**src/design/plvbe_pkg.sv**
```systemverilog
// Shared types, constants and the variable-byte coding function for the posting list encoder.
package plvbe_pkg;

  // Entries gathered before a block is flushed (1 to 16).
  localparam int unsigned BLOCK_SIZE = 16;
  // The entry store always has room for the largest block.
  localparam int unsigned STORE_DEPTH = 16;
  localparam int unsigned IDX_W = 4;
  localparam int unsigned CNT_W = 5;
  localparam int unsigned VAL_W = 31;
  localparam int unsigned OFS_W = 48;
  localparam logic [CNT_W-1:0] BLOCK_FILL = CNT_W'(BLOCK_SIZE);

  typedef enum logic {
    OP_HEADER = 1'b0,
    OP_DOC    = 1'b1
  } op_e;

  typedef enum logic [1:0] {
    KIND_TERM  = 2'd0,
    KIND_COUNT = 2'd1,
    KIND_DOC   = 2'd2,
    KIND_FREQ  = 2'd3
  } kind_e;

  typedef struct packed {
    op_e              op;
    logic [VAL_W-1:0] term_id;
    logic [VAL_W-1:0] doc_count;
    logic [VAL_W-1:0] doc_id;
    logic [VAL_W-1:0] frequency;
  } in_req_t;

  typedef struct packed {
    kind_e            kind;
    logic [2:0]       nbytes;
    logic [7:0]       byte0;
    logic [7:0]       byte1;
    logic [7:0]       byte2;
    logic [7:0]       byte3;
    logic [7:0]       byte4;
    logic [OFS_W-1:0] byte_offset;
    logic             last;
  } out_req_t;

  typedef enum logic [2:0] {
    ST_IDLE,
    ST_EMIT_TERM,
    ST_EMIT_COUNT,
    ST_PRIME,
    ST_EMIT_ID,
    ST_EMIT_FREQ
  } state_e;

  // Commands from the controller to the datapath.
  typedef struct packed {
    logic  hdr_load;
    logic  doc_load;
    logic  emit;
    kind_e word_kind;
    logic  word_last;
    logic  idx_clr;
    logic  idx_adv;
    logic  fill_clr;
  } cmd_t;

  // Status from the datapath to the controller.
  typedef struct packed {
    logic rem_zero;
    logic flush_due;
    logic idx_at_end;
    logic out_free;
  } status_t;

  typedef struct packed {
    logic [2:0]      nbytes;
    logic [4:0][7:0] bytes;
  } vb_word_t;

  // Big-endian variable-byte code: 7-bit groups, most significant first,
  // continuation bit set on every byte but the last.
  function automatic vb_word_t vb_encode(logic [VAL_W-1:0] v);
    vb_word_t w;
    w.bytes = '0;
    if (|v[30:28]) begin
      w.nbytes   = 3'd5;
      w.bytes[0] = {1'b1, 4'b0, v[30:28]};
      w.bytes[1] = {1'b1, v[27:21]};
      w.bytes[2] = {1'b1, v[20:14]};
      w.bytes[3] = {1'b1, v[13:7]};
      w.bytes[4] = {1'b0, v[6:0]};
    end else if (|v[27:21]) begin
      w.nbytes   = 3'd4;
      w.bytes[0] = {1'b1, v[27:21]};
      w.bytes[1] = {1'b1, v[20:14]};
      w.bytes[2] = {1'b1, v[13:7]};
      w.bytes[3] = {1'b0, v[6:0]};
    end else if (|v[20:14]) begin
      w.nbytes   = 3'd3;
      w.bytes[0] = {1'b1, v[20:14]};
      w.bytes[1] = {1'b1, v[13:7]};
      w.bytes[2] = {1'b0, v[6:0]};
    end else if (|v[13:7]) begin
      w.nbytes   = 3'd2;
      w.bytes[0] = {1'b1, v[13:7]};
      w.bytes[1] = {1'b0, v[6:0]};
    end else begin
      w.nbytes   = 3'd1;
      w.bytes[0] = {1'b0, v[6:0]};
    end
    return w;
  endfunction

endpackage

```
**src/design/plvbe_ram.sv**
```systemverilog
// Generic single-write, single-read RAM with registered read data.
module plvbe_ram #(
  parameter int unsigned WIDTH = 8,
  parameter int unsigned DEPTH = 16,
  localparam int unsigned AW = (DEPTH > 1) ? $clog2(DEPTH) : 1
) (
  input  logic             clk_i,
  input  logic             we_i,
  input  logic [AW-1:0]    waddr_i,
  input  logic [WIDTH-1:0] wdata_i,
  input  logic [AW-1:0]    raddr_i,
  output logic [WIDTH-1:0] rdata_o
);

  logic [WIDTH-1:0] mem_q [DEPTH];
  logic [WIDTH-1:0] rdata_q;

  always_ff @(posedge clk_i) begin
    if (we_i) begin
      mem_q[waddr_i] <= wdata_i;
    end
    rdata_q <= mem_q[raddr_i];
  end

  assign rdata_o = rdata_q;

endmodule

```
**src/design/plvbe_ctrl.sv**
```systemverilog
// Controller state machine that sequences header words and block flushes.
module plvbe_ctrl import plvbe_pkg::*; (
  input  logic    clk_i,
  input  logic    rst_ni,
  input  logic    in_valid_i,
  input  op_e     in_op_i,
  output logic    in_stall_o,
  input  status_t status_i,
  output cmd_t    cmd_o
);

  state_e state_q, state_d;
  logic   accept;

  assign accept = in_valid_i && (state_q == ST_IDLE);

  always_comb begin
    state_d = state_q;
    unique case (state_q)
      ST_IDLE: begin
        if (accept) begin
          if (in_op_i == OP_HEADER) begin
            state_d = ST_EMIT_TERM;
          end else if (!status_i.rem_zero && status_i.flush_due) begin
            state_d = ST_PRIME;
          end
        end
      end
      ST_EMIT_TERM: begin
        if (status_i.out_free) state_d = ST_EMIT_COUNT;
      end
      ST_EMIT_COUNT: begin
        if (status_i.out_free) state_d = ST_IDLE;
      end
      ST_PRIME: state_d = ST_EMIT_ID;
      ST_EMIT_ID: begin
        if (status_i.out_free && status_i.idx_at_end) state_d = ST_EMIT_FREQ;
      end
      ST_EMIT_FREQ: begin
        if (status_i.out_free && status_i.idx_at_end) state_d = ST_IDLE;
      end
      default: state_d = ST_IDLE;
    endcase
  end

  always_comb begin
    cmd_o      = '0;
    in_stall_o = (state_q != ST_IDLE);
    unique case (state_q)
      ST_IDLE: begin
        cmd_o.hdr_load = accept && (in_op_i == OP_HEADER);
        cmd_o.doc_load = accept && (in_op_i == OP_DOC) && !status_i.rem_zero;
      end
      ST_EMIT_TERM: begin
        cmd_o.emit      = status_i.out_free;
        cmd_o.word_kind = KIND_TERM;
      end
      ST_EMIT_COUNT: begin
        cmd_o.emit      = status_i.out_free;
        cmd_o.word_kind = KIND_COUNT;
        cmd_o.word_last = 1'b1;
      end
      ST_PRIME: begin
        cmd_o.idx_clr = 1'b1;
      end
      ST_EMIT_ID: begin
        cmd_o.emit      = status_i.out_free;
        cmd_o.word_kind = KIND_DOC;
        cmd_o.idx_adv   = status_i.out_free;
      end
      ST_EMIT_FREQ: begin
        cmd_o.emit      = status_i.out_free;
        cmd_o.word_kind = KIND_FREQ;
        cmd_o.word_last = status_i.idx_at_end;
        cmd_o.idx_adv   = status_i.out_free;
        cmd_o.fill_clr  = status_i.out_free && status_i.idx_at_end;
      end
      default: begin
        cmd_o = '0;
      end
    endcase
  end

  always_ff @(posedge clk_i or negedge rst_ni) begin
    if (!rst_ni) begin
      state_q <= ST_IDLE;
    end else begin
      state_q <= state_d;
    end
  end

  // A flush reaches its frequency pass only through the document id pass.
  assert property (@(posedge clk_i) disable iff (!rst_ni)
    (state_q == ST_EMIT_FREQ) && !$past(state_q == ST_EMIT_FREQ)
    |-> $past(state_q == ST_EMIT_ID))
    else $error("frequency pass entered without id pass");

  // The read pointer is primed exactly once before each id pass.
  assert property (@(posedge clk_i) disable iff (!rst_ni)
    (state_q == ST_PRIME) |=> (state_q == ST_EMIT_ID))
    else $error("prime not followed by id pass");

endmodule

```
**src/design/plvbe_dp.sv**
```systemverilog
// Datapath: list counters, entry store, coder, byte offset and output register.
module plvbe_dp import plvbe_pkg::*; (
  input  logic     clk_i,
  input  logic     rst_ni,
  input  in_req_t  in_req_i,
  input  cmd_t     cmd_i,
  output status_t  status_o,
  output logic     out_valid_o,
  output out_req_t out_req_o,
  input  logic     out_stall_i
);

  logic [CNT_W-1:0] fill_q, fill_d;
  logic [VAL_W-1:0] rem_q, rem_d;
  logic [VAL_W-1:0] term_q;
  logic [IDX_W-1:0] idx_q, idx_d;
  logic [OFS_W-1:0] bytes_q, bytes_d;
  logic             out_valid_q, out_valid_d;
  out_req_t         out_q, out_d;
  logic [CNT_W-1:0] fill_inc;
  logic [2*VAL_W-1:0] rd_data;
  logic [VAL_W-1:0] word_val;
  vb_word_t         enc;
  logic [OFS_W-1:0] ofs_next;

  assign fill_inc = fill_q + CNT_W'(1);

  assign status_o.rem_zero   = (rem_q == '0);
  assign status_o.flush_due  = (fill_inc >= BLOCK_FILL) || (rem_q == VAL_W'(1));
  assign status_o.idx_at_end = ({1'b0, idx_q} == (fill_q - CNT_W'(1)));
  assign status_o.out_free   = !out_valid_q || !out_stall_i;

  // The read address follows the next index, so the registered read data always
  // holds the entry at the current index.
  always_comb begin
    idx_d = idx_q;
    if (cmd_i.idx_clr) begin
      idx_d = '0;
    end else if (cmd_i.idx_adv) begin
      idx_d = status_o.idx_at_end ? '0 : idx_q + IDX_W'(1);
    end
  end

  plvbe_ram #(
    .WIDTH(2 * VAL_W),
    .DEPTH(STORE_DEPTH)
  ) u_store (
    .clk_i   (clk_i),
    .we_i    (cmd_i.doc_load),
    .waddr_i (fill_q[IDX_W-1:0]),
    .wdata_i ({in_req_i.doc_id, in_req_i.frequency}),
    .raddr_i (idx_d),
    .rdata_o (rd_data)
  );

  always_comb begin
    fill_d = fill_q;
    rem_d  = rem_q;
    if (cmd_i.hdr_load) begin
      fill_d = '0;
      rem_d  = in_req_i.doc_count;
    end else if (cmd_i.doc_load) begin
      fill_d = fill_inc;
      rem_d  = rem_q - VAL_W'(1);
    end else if (cmd_i.fill_clr) begin
      fill_d = '0;
    end
  end

  // While the header words go out, the remaining count still equals the
  // announced count, so it doubles as the count word.
  always_comb begin
    case (cmd_i.word_kind)
      KIND_TERM:  word_val = term_q;
      KIND_COUNT: word_val = rem_q;
      KIND_DOC:   word_val = rd_data[2*VAL_W-1:VAL_W];
      default:    word_val = rd_data[VAL_W-1:0];
    endcase
  end

  assign enc      = vb_encode(word_val);
  assign ofs_next = bytes_q + OFS_W'(enc.nbytes);

  always_comb begin
    out_d             = out_q;
    bytes_d           = bytes_q;
    out_valid_d       = out_valid_q && out_stall_i;
    if (cmd_i.emit) begin
      out_valid_d       = 1'b1;
      bytes_d           = ofs_next;
      out_d.kind        = cmd_i.word_kind;
      out_d.nbytes      = enc.nbytes;
      out_d.byte0       = enc.bytes[0];
      out_d.byte1       = enc.bytes[1];
      out_d.byte2       = enc.bytes[2];
      out_d.byte3       = enc.bytes[3];
      out_d.byte4       = enc.bytes[4];
      out_d.byte_offset = ofs_next;
      out_d.last        = cmd_i.word_last;
    end
  end

  always_ff @(posedge clk_i or negedge rst_ni) begin
    if (!rst_ni) begin
      fill_q      <= '0;
      rem_q       <= '0;
      idx_q       <= '0;
      bytes_q     <= '0;
      out_valid_q <= 1'b0;
    end else begin
      fill_q      <= fill_d;
      rem_q       <= rem_d;
      idx_q       <= idx_d;
      bytes_q     <= bytes_d;
      out_valid_q <= out_valid_d;
    end
  end

  always_ff @(posedge clk_i) begin
    if (cmd_i.hdr_load) begin
      term_q <= in_req_i.term_id;
    end
    out_q <= out_d;
  end

  assign out_valid_o = out_valid_q;
  assign out_req_o   = out_q;

  // The buffer never holds more entries than one block.
  assert property (@(posedge clk_i) disable iff (!rst_ni)
    fill_q <= BLOCK_FILL)
    else $error("entry buffer overfilled");

  // A new word is only loaded into a free or departing output register.
  assert property (@(posedge clk_i) disable iff (!rst_ni)
    cmd_i.emit |-> status_o.out_free)
    else $error("output register overwritten");

  // Entries are only stored while the list still expects some.
  assert property (@(posedge clk_i) disable iff (!rst_ni)
    cmd_i.doc_load |-> (rem_q != '0))
    else $error("entry stored beyond announced count");

  // The running offset moves only when a word is emitted.
  assert property (@(posedge clk_i) disable iff (!rst_ni)
    !cmd_i.emit |=> $stable(bytes_q))
    else $error("byte offset changed without a word");

endmodule

```
**src/design/posting_list_varbyte_block_encoder_top.sv**
```systemverilog
// Top level of the variable-byte posting list block encoder.
//
//   Channel  Direction  Handshake                     Payload
//   in       input      in_valid_i / in_stall_o       in_req_i  (in_req_t)
//   out      output     out_valid_o / out_stall_i     out_req_o (out_req_t)
//
// A header request is accepted while the controller is idle and then emits its
// term id and count words, each once the output register is free. A document
// request is stored while the list still expects entries; when it completes a
// block (or the list), the flush primes the entry store read port and then emits
// 2*n coded words for n buffered entries, each once the single output register is free.
// The input is stalled only while words of an earlier request are still being
// generated; a finished word may wait in the output register while the next
// request is accepted. Reset is asynchronous and active low and clears the
// counters, the byte offset and the state machine; the entry store needs no
// clearing because only entries written in the current block are read.
module posting_list_varbyte_block_encoder_top import plvbe_pkg::*; (
  input  logic     clk_i,
  input  logic     rst_ni,
  input  logic     in_valid_i,
  output logic     in_stall_o,
  input  in_req_t  in_req_i,
  output logic     out_valid_o,
  input  logic     out_stall_i,
  output out_req_t out_req_o
);

  // Commands and status are the only link between the controller and the
  // datapath.
  cmd_t    cmd;
  status_t status;

  plvbe_ctrl u_ctrl (
    .clk_i      (clk_i),
    .rst_ni     (rst_ni),
    .in_valid_i (in_valid_i),
    .in_op_i    (in_req_i.op),
    .in_stall_o (in_stall_o),
    .status_i   (status),
    .cmd_o      (cmd)
  );

  // The datapath holds the list counters, the entry store, the coder and the
  // output register.
  plvbe_dp u_dp (
    .clk_i       (clk_i),
    .rst_ni      (rst_ni),
    .in_req_i    (in_req_i),
    .cmd_i       (cmd),
    .status_o    (status),
    .out_valid_o (out_valid_o),
    .out_req_o   (out_req_o),
    .out_stall_i (out_stall_i)
  );

endmodule
```
**config.mk**
```make
export PLATFORM = sky130hd
export DESIGN_NAME = posting_list_varbyte_block_encoder_top
export DESIGN_NICKNAME = d
export VERILOG_FILES = /design/src/design/plvbe_pkg.sv /design/src/design/plvbe_ram.sv /design/src/design/plvbe_ctrl.sv /design/src/design/plvbe_dp.sv /design/src/design/posting_list_varbyte_block_encoder_top.sv
export SDC_FILE = /design/constraint.sdc
export NUM_CORES = 2
export LEC_CHECK = 0
export BUFFER_PORTS_ARGS = -buffer_cell sky130_fd_sc_hd__buf_2
export CORE_MARGIN = 2
export CORE_UTILIZATION = 25
export CTS_CLUSTER_SIZE = 16
export DETAILED_ROUTE_END_ITERATION = 16
export GPL_TIMING_DRIVEN = 0
export PLACE_DENSITY = 0.5
export REMOVE_ABC_BUFFERS = 1
export SLEW_MARGIN = 5
export SYNTH_ARGS = -nofsm -noshare
export SYNTH_HDL_FRONTEND = slang
export SYNTH_SLANG_ARGS = --single-unit
```
**constraint.sdc**
```tcl
create_clock -name clk_i -period 14.3 [get_ports clk_i]
set_input_delay 0.715 -clock clk_i [delete_from_list [all_inputs] [get_ports clk_i]]
set_output_delay 0.715 -clock clk_i [all_outputs]
set_load 0.01 [all_outputs]
```
* Yosys cells after proc, flatten, opt, wreduce, memory -nomap -nowiden
Memories as Yosys holds them, arrays and structs flattened. A register that Yosys moved wholly into a read port is not among the register bits.
Index checks and enable logic that the tools add are counted.
** Storage, ports and cells
- Register bits after elaboration :: 217
- RAM bits :: 992
- Input port bits :: 129
- Output and inout bits :: 96
- Logic and storage cells :: 108
- Memories kept :: 1
** Cells by class
- Add/sub/neg operators :: 5
- $lt $le $gt $ge :: 1
- Equal/unequal tests :: 15
- Mux-type cells :: 37
- Bitwise logic cells :: 1
- Reduce and logical (&&, ||, !) cells :: 26
** Memories
- u_dp.u_store.mem_q :: depth 16, width 62, read ports 1, clocked after Yosys merged registers in 1, write ports 1, RTL line plvbe_ram.sv:15 : logic [WIDTH-1:0] mem_q [DEPTH];
** Operators with widths (number)
- 31-bit two-way mux :: 3
- 31-bit one-hot mux with 3 select lines :: 1
- 48-bit by 3-bit adder with 48-bit output :: 1
- 31-bit by 1-bit == test with 1-bit output (second input constant) :: 1
- 31-bit logical NOT :: 1
- 31-bit by 1-bit subtractor with 31-bit output (second input constant) :: 1
- 3-bit two-way mux :: 10
- 24-bit two-way mux :: 1
- 7-bit two-way mux :: 3
- 7-bit OR reduction :: 3
- 3-bit one-hot mux with 6 select lines :: 1
- 17-bit OR reduction :: 1
- 16-bit two-way mux :: 1
- 5-bit two-way mux :: 3
- 4-bit two-way mux :: 3
- 3-bit one-hot mux with 4 select lines :: 1
- 2-bit by 1-bit inequality test with 1-bit output (second input constant) :: 5
- 10-bit OR reduction :: 1
- 8-bit two-way mux :: 1
- 1-bit logical AND :: 7
- 3-bit by 2-bit == test with 1-bit output (second input constant) :: 2
- 3-bit == test (second input constant) :: 2
- 1-bit two-way mux :: 6
- 6-bit AND reduction :: 1
- 20 further kinds :: 25

* Longest topological paths before layout
- Word-level depth :: 11
- Depth in mapped cells :: 21

* Cells and area by module
From an unflattened synthesis, not the netlist that was laid out.
** Second synthesis, totals
- Cells, all modules :: 2515
- Area total of the unflattened synthesis :: 49170.9 µm²
** Modules (own cells, without submodules)
- plvbe_ram :: instances 1, cells an instance 1598, area an instance 38333.0 µm², sequential area each 31029.8 µm²
- plvbe_dp :: instances 1, cells an instance 885, area an instance 10562.6 µm², sequential area each 5950.7 µm²
- plvbe_ctrl :: instances 1, cells an instance 32, area an instance 275.3 µm², sequential area each 75.1 µm²

* Worst setup path before layout
OpenSTA, ideal clock, no wires.
- Kind :: flip-flop to flip-flop
- Start point :: register u_ctrl.state_q[2]
- End point :: memory u_dp.u_store.mem_q[7][0] (netlist bit), enable pin
- Setup time :: 0.482 ns
- Arrival :: 4.666 ns
- Required time :: 13.818 ns
- Path slack :: 9.152 ns
- Stages on the path, launching flop included :: 9
- Period minus slack after synthesis :: 5.148 ns
- Cell sequence :: dfrtp_1 -> buf_2 -> buf_2 -> clkbuf_1 -> nor3_1 -> o2111a_1 -> clkbuf_1 -> nand2_1 -> nor2_1
** Between the ends
- Word-level cells in the longest chain between the ends :: 7
** RTL lines
- start, declared :: RTL line plvbe_ctrl.sv:12 : state_e state_q, state_d;
- start signal, assigned :: RTL line plvbe_ctrl.sv:88 : state_q <= state_d;
- 3-bit logical NOT (*) :: RTL line plvbe_ctrl.sv:15, plvbe_ctrl.sv:49
- 1-bit logical AND :: RTL line plvbe_ctrl.sv:15 : assign accept = in_valid_i && (state_q == ST_IDLE);
- 1-bit logical AND (2 in series) :: RTL line plvbe_ctrl.sv:52 : cmd_o.doc_load = accept && (in_op_i == OP_DOC) && !status_i.rem_zero;
- 2-bit two-way mux (*) :: RTL line plvbe_ctrl.sv:49 : unique case (state_q)
- 1-bit two-way mux (*) :: RTL line plvbe_ram.sv:19 : if (we_i) begin
- 1-bit two-way mux (not written as such) (*) :: RTL line plvbe_ram.sv:20 : mem_q[waddr_i] <= wdata_i;
- end, declared :: RTL line plvbe_ram.sv:15
Mark *: on every way between the ends. The rest lies on a longest branch, timed or not.

==> metrics <==
total clock sinks 1,270; # resized after CTS 0; Clock transition at path regs around 0.060 ns; DRC viols 0; number of global-route vias before repair 47,100; Post-synth EDFFs 1,116; Die Ht 507 µm; min-delay worst type input port to flip-flop; GPL Wtd Cong 0.825; IO Pins approximately 230; Worst path slowest cell o221ai_1; CP peak stage delay between 1 and 1.5 ns; VDD IR max 0.168 mV; Via density 5.52; CTS tree yes; Nets roughly 5,600; floorplan row count 184; Critical Path, Cell by Cell nand3b_2 > o221ai_1 > nand3_1 > nand4bb_1 > nor2_4 > inv_1 > nor2_1 > fa_1 > a21oi_1 > nor3_1 > nand4_1 > nor2_2 > nand3_1 > or2_1 > nor3_1 > xor2_1; die width 507 µm; post-detail-place hpwl approximately 150 mm; total gr overflow 0; synth cell count leaders 1,116 x edfxtp_1, 497 x a22o_1, 414 x o21ai_0; run status complete, no violations; register bit total from synthesis 1,270; count leader, synth edfxtp_1; Fillers 25,100; Synth area leaders edfxtp_1 53%, a22o_1 6.9%, dfrtp_1 3.6%; DRT antenna net count 0; DR pass1 iterations 8; Synth async-reset ratio 7.24%; drt wl/cell 25.8 µm; area fraction of the dominant cell type after synthesis 52.9%; root buf cell clkbuf_16; area grow syn2layout 19.7%; largest area contributor in the netlist edfxtp_1; Synth cell types 84; maximum fanout along the worst path 36; worst hold slack 0.0771 ns; initial DRC count around 4,800; final cell count without fillers about 8,900; Post-Syn Area ~63,000 µm²; share of layout cells above drive strength 1 between 10% and 20%; dpl cells 8,639; RSZ-0062 raised after global routing no; WL final 230 mm; sequential area share after synthesis 58.5%; leak pwr 25.4 nW; pin count of the biggest net entering global routing 145; Setup Buffers After CTS 0; ys flop type edfxtp_1; DIE AREA 257,000 µm²; clk buf depth 3; setup violators final 0; Max-Cap Viols 0; # hold bufs at CTS 1; H-Tree Depth 4; Relative slew margins 4.96%; CP delay by family, top simple AND/OR/NAND/NOR gates; synth warn 0; TritonCTS Buffers 146; required time worst endpoint 15.03 ns; vias 49,200; Mapped Avg Cell Area approximately 12 µm²; Fin. Hold Viols 0; pwr/cell area 193 nW/µm²; Initial Utilization between 20% and 30%; Mapped Cells 5,410; TNS Setup 0 ns; global-route wire length before repair 327 mm; Final Cell Area ~76,000 µm²; Max Clock Skew 0.0361 ns; I/O Buffers around 220; DP Area between 70,000 and 80,000 µm²; WS Path Type flip-flop to flip-flop; Place WS 6.08 ns; startpoint class of the critical path flip-flop; sum of buffers and inverters on the critical path 1; initial antenna violation count 50; fmax between 0.1 and 0.15 GHz; Tmin final roughly 8.4 ns; GRT Overall Usage 17.1%; Core ar. 252,000 µm²; clk_lat worst skew 0.82 ns; setup slack after layout 5.90 ns; Final Cycle Share about three fifths; Tightest Pin Transition 1.41 ns; Final Max Tran Viols 0; crit end category flip-flop; CP arrival 9.13 ns
[through the flow]
step	util [%]	power (mW)
5_1_grt	30.1	15.3
6_report	30.1	14.6
3_5_place_dp	28.2	10.9
2_1_floorplan	-	9.50
3_3_place_gp	26.4	11.6
4_1_cts	30.1	14.7
[worst reg2reg max path, delay by kind of cell, from the launching register on]
kind            cells  cell delay, ns
simple gates       11            5.36
compound gates      2            1.30
flops               1            0.89
fa+ha+maj           1            0.31
buf+inv             1            0.30
xor+xnor            1            0.17
[cells in the final DEF (no fill, tap or decap), types with 126 or more instances in the layout]
master     instances
a22o_1           497
clkbuf_16        148
a221oi_1         250
nand2_1          360
o21ai_0          414
buf_2            222
nor2_1           210
mux2i_1          145
nand3_1          299
edfxtp_1        1116
a22oi_1          126
a21oi_1          151
[where the power goes]
part           switching [mW]  internal, mW
sequential              0.345          4.47
clock                    1.60          2.13
combinational            3.87          2.20
total                    5.82          8.80
[worst paths after layout]
path	slack [ns]	from	depth (start not counted)	endpoint
setup / recovery	5.90	u_ctrl.state_q[0]	16	u_dp.bytes_q[44]
hold / removal	0.08	in_req_i[113]	1	u_dp.term_q[20]
setup reg to reg	5.90	u_ctrl.state_q[0]	16	u_dp.bytes_q[44]
hold reg to reg	0.48	u_dp.bytes_q[47]	1	u_dp.bytes_q[47]
max in group asynchronous	13.18	rst_ni	3	u_ctrl.state_q[2]
min in group asynchronous	0.42	rst_ni	2	u_dp.bytes_q[33]
[registers in the layout (all words and copies together) (netlist names)]
signal                flops
u_dp.out_valid_o          1
u_ctrl.state_q            3
u_dp.idx_q                4
u_dp.term_q              31
u_dp.bytes_q             48
u_dp.u_store.mem_q      992
u_dp.u_store.rdata_o     62
u_dp.rem_q               31
u_dp.out_req_o           93
u_dp.fill_q               5
[area by class of cell]
| type | count | area, µm² | area share, % |
|---|---|---|---|
| diodes | 11 | 27.5 | 0.0363 |
| clock buffers | 193 | 3990 | 5.27 |
| clock inverters | 75 | 756 | 0.998 |
| inverters | 29 | 124 | 0.164 |
| multi-input cells | 3569 | 24200 | 31.9 |
| flip-flops and latches | 1270 | 37100 | 48.9 |
| well taps | 3348 | 4190 | 5.53 |
| repair buffers | 424 | 5450 | 7.19 |
[routing by layer]
layer	vias to the layer above	part of all wire (%)	routed length (µm)	track usage, %
met5	-	0.075	172	0
met4	26	6.1	14000	9.90
met3	529	6.2	14200	2.58
met2	2079	48	111000	29.0
met1	24900	40	91200	20.7
li1	21700	-	-	-
[logic make-up after synthesis]
logic type                 share of synthesized area [%]
muxes                                               2.38
adders and majority gates                          0.249
xor gates and xnor gates                            1.44
DFF                                                 58.5
buffers and inverters                               3.67
AOI/OAI and AO/OA                                   24.7
and+or+nand+nor                                     9.01
other                                            0.00592
Power figures use the tool's default switching activity.
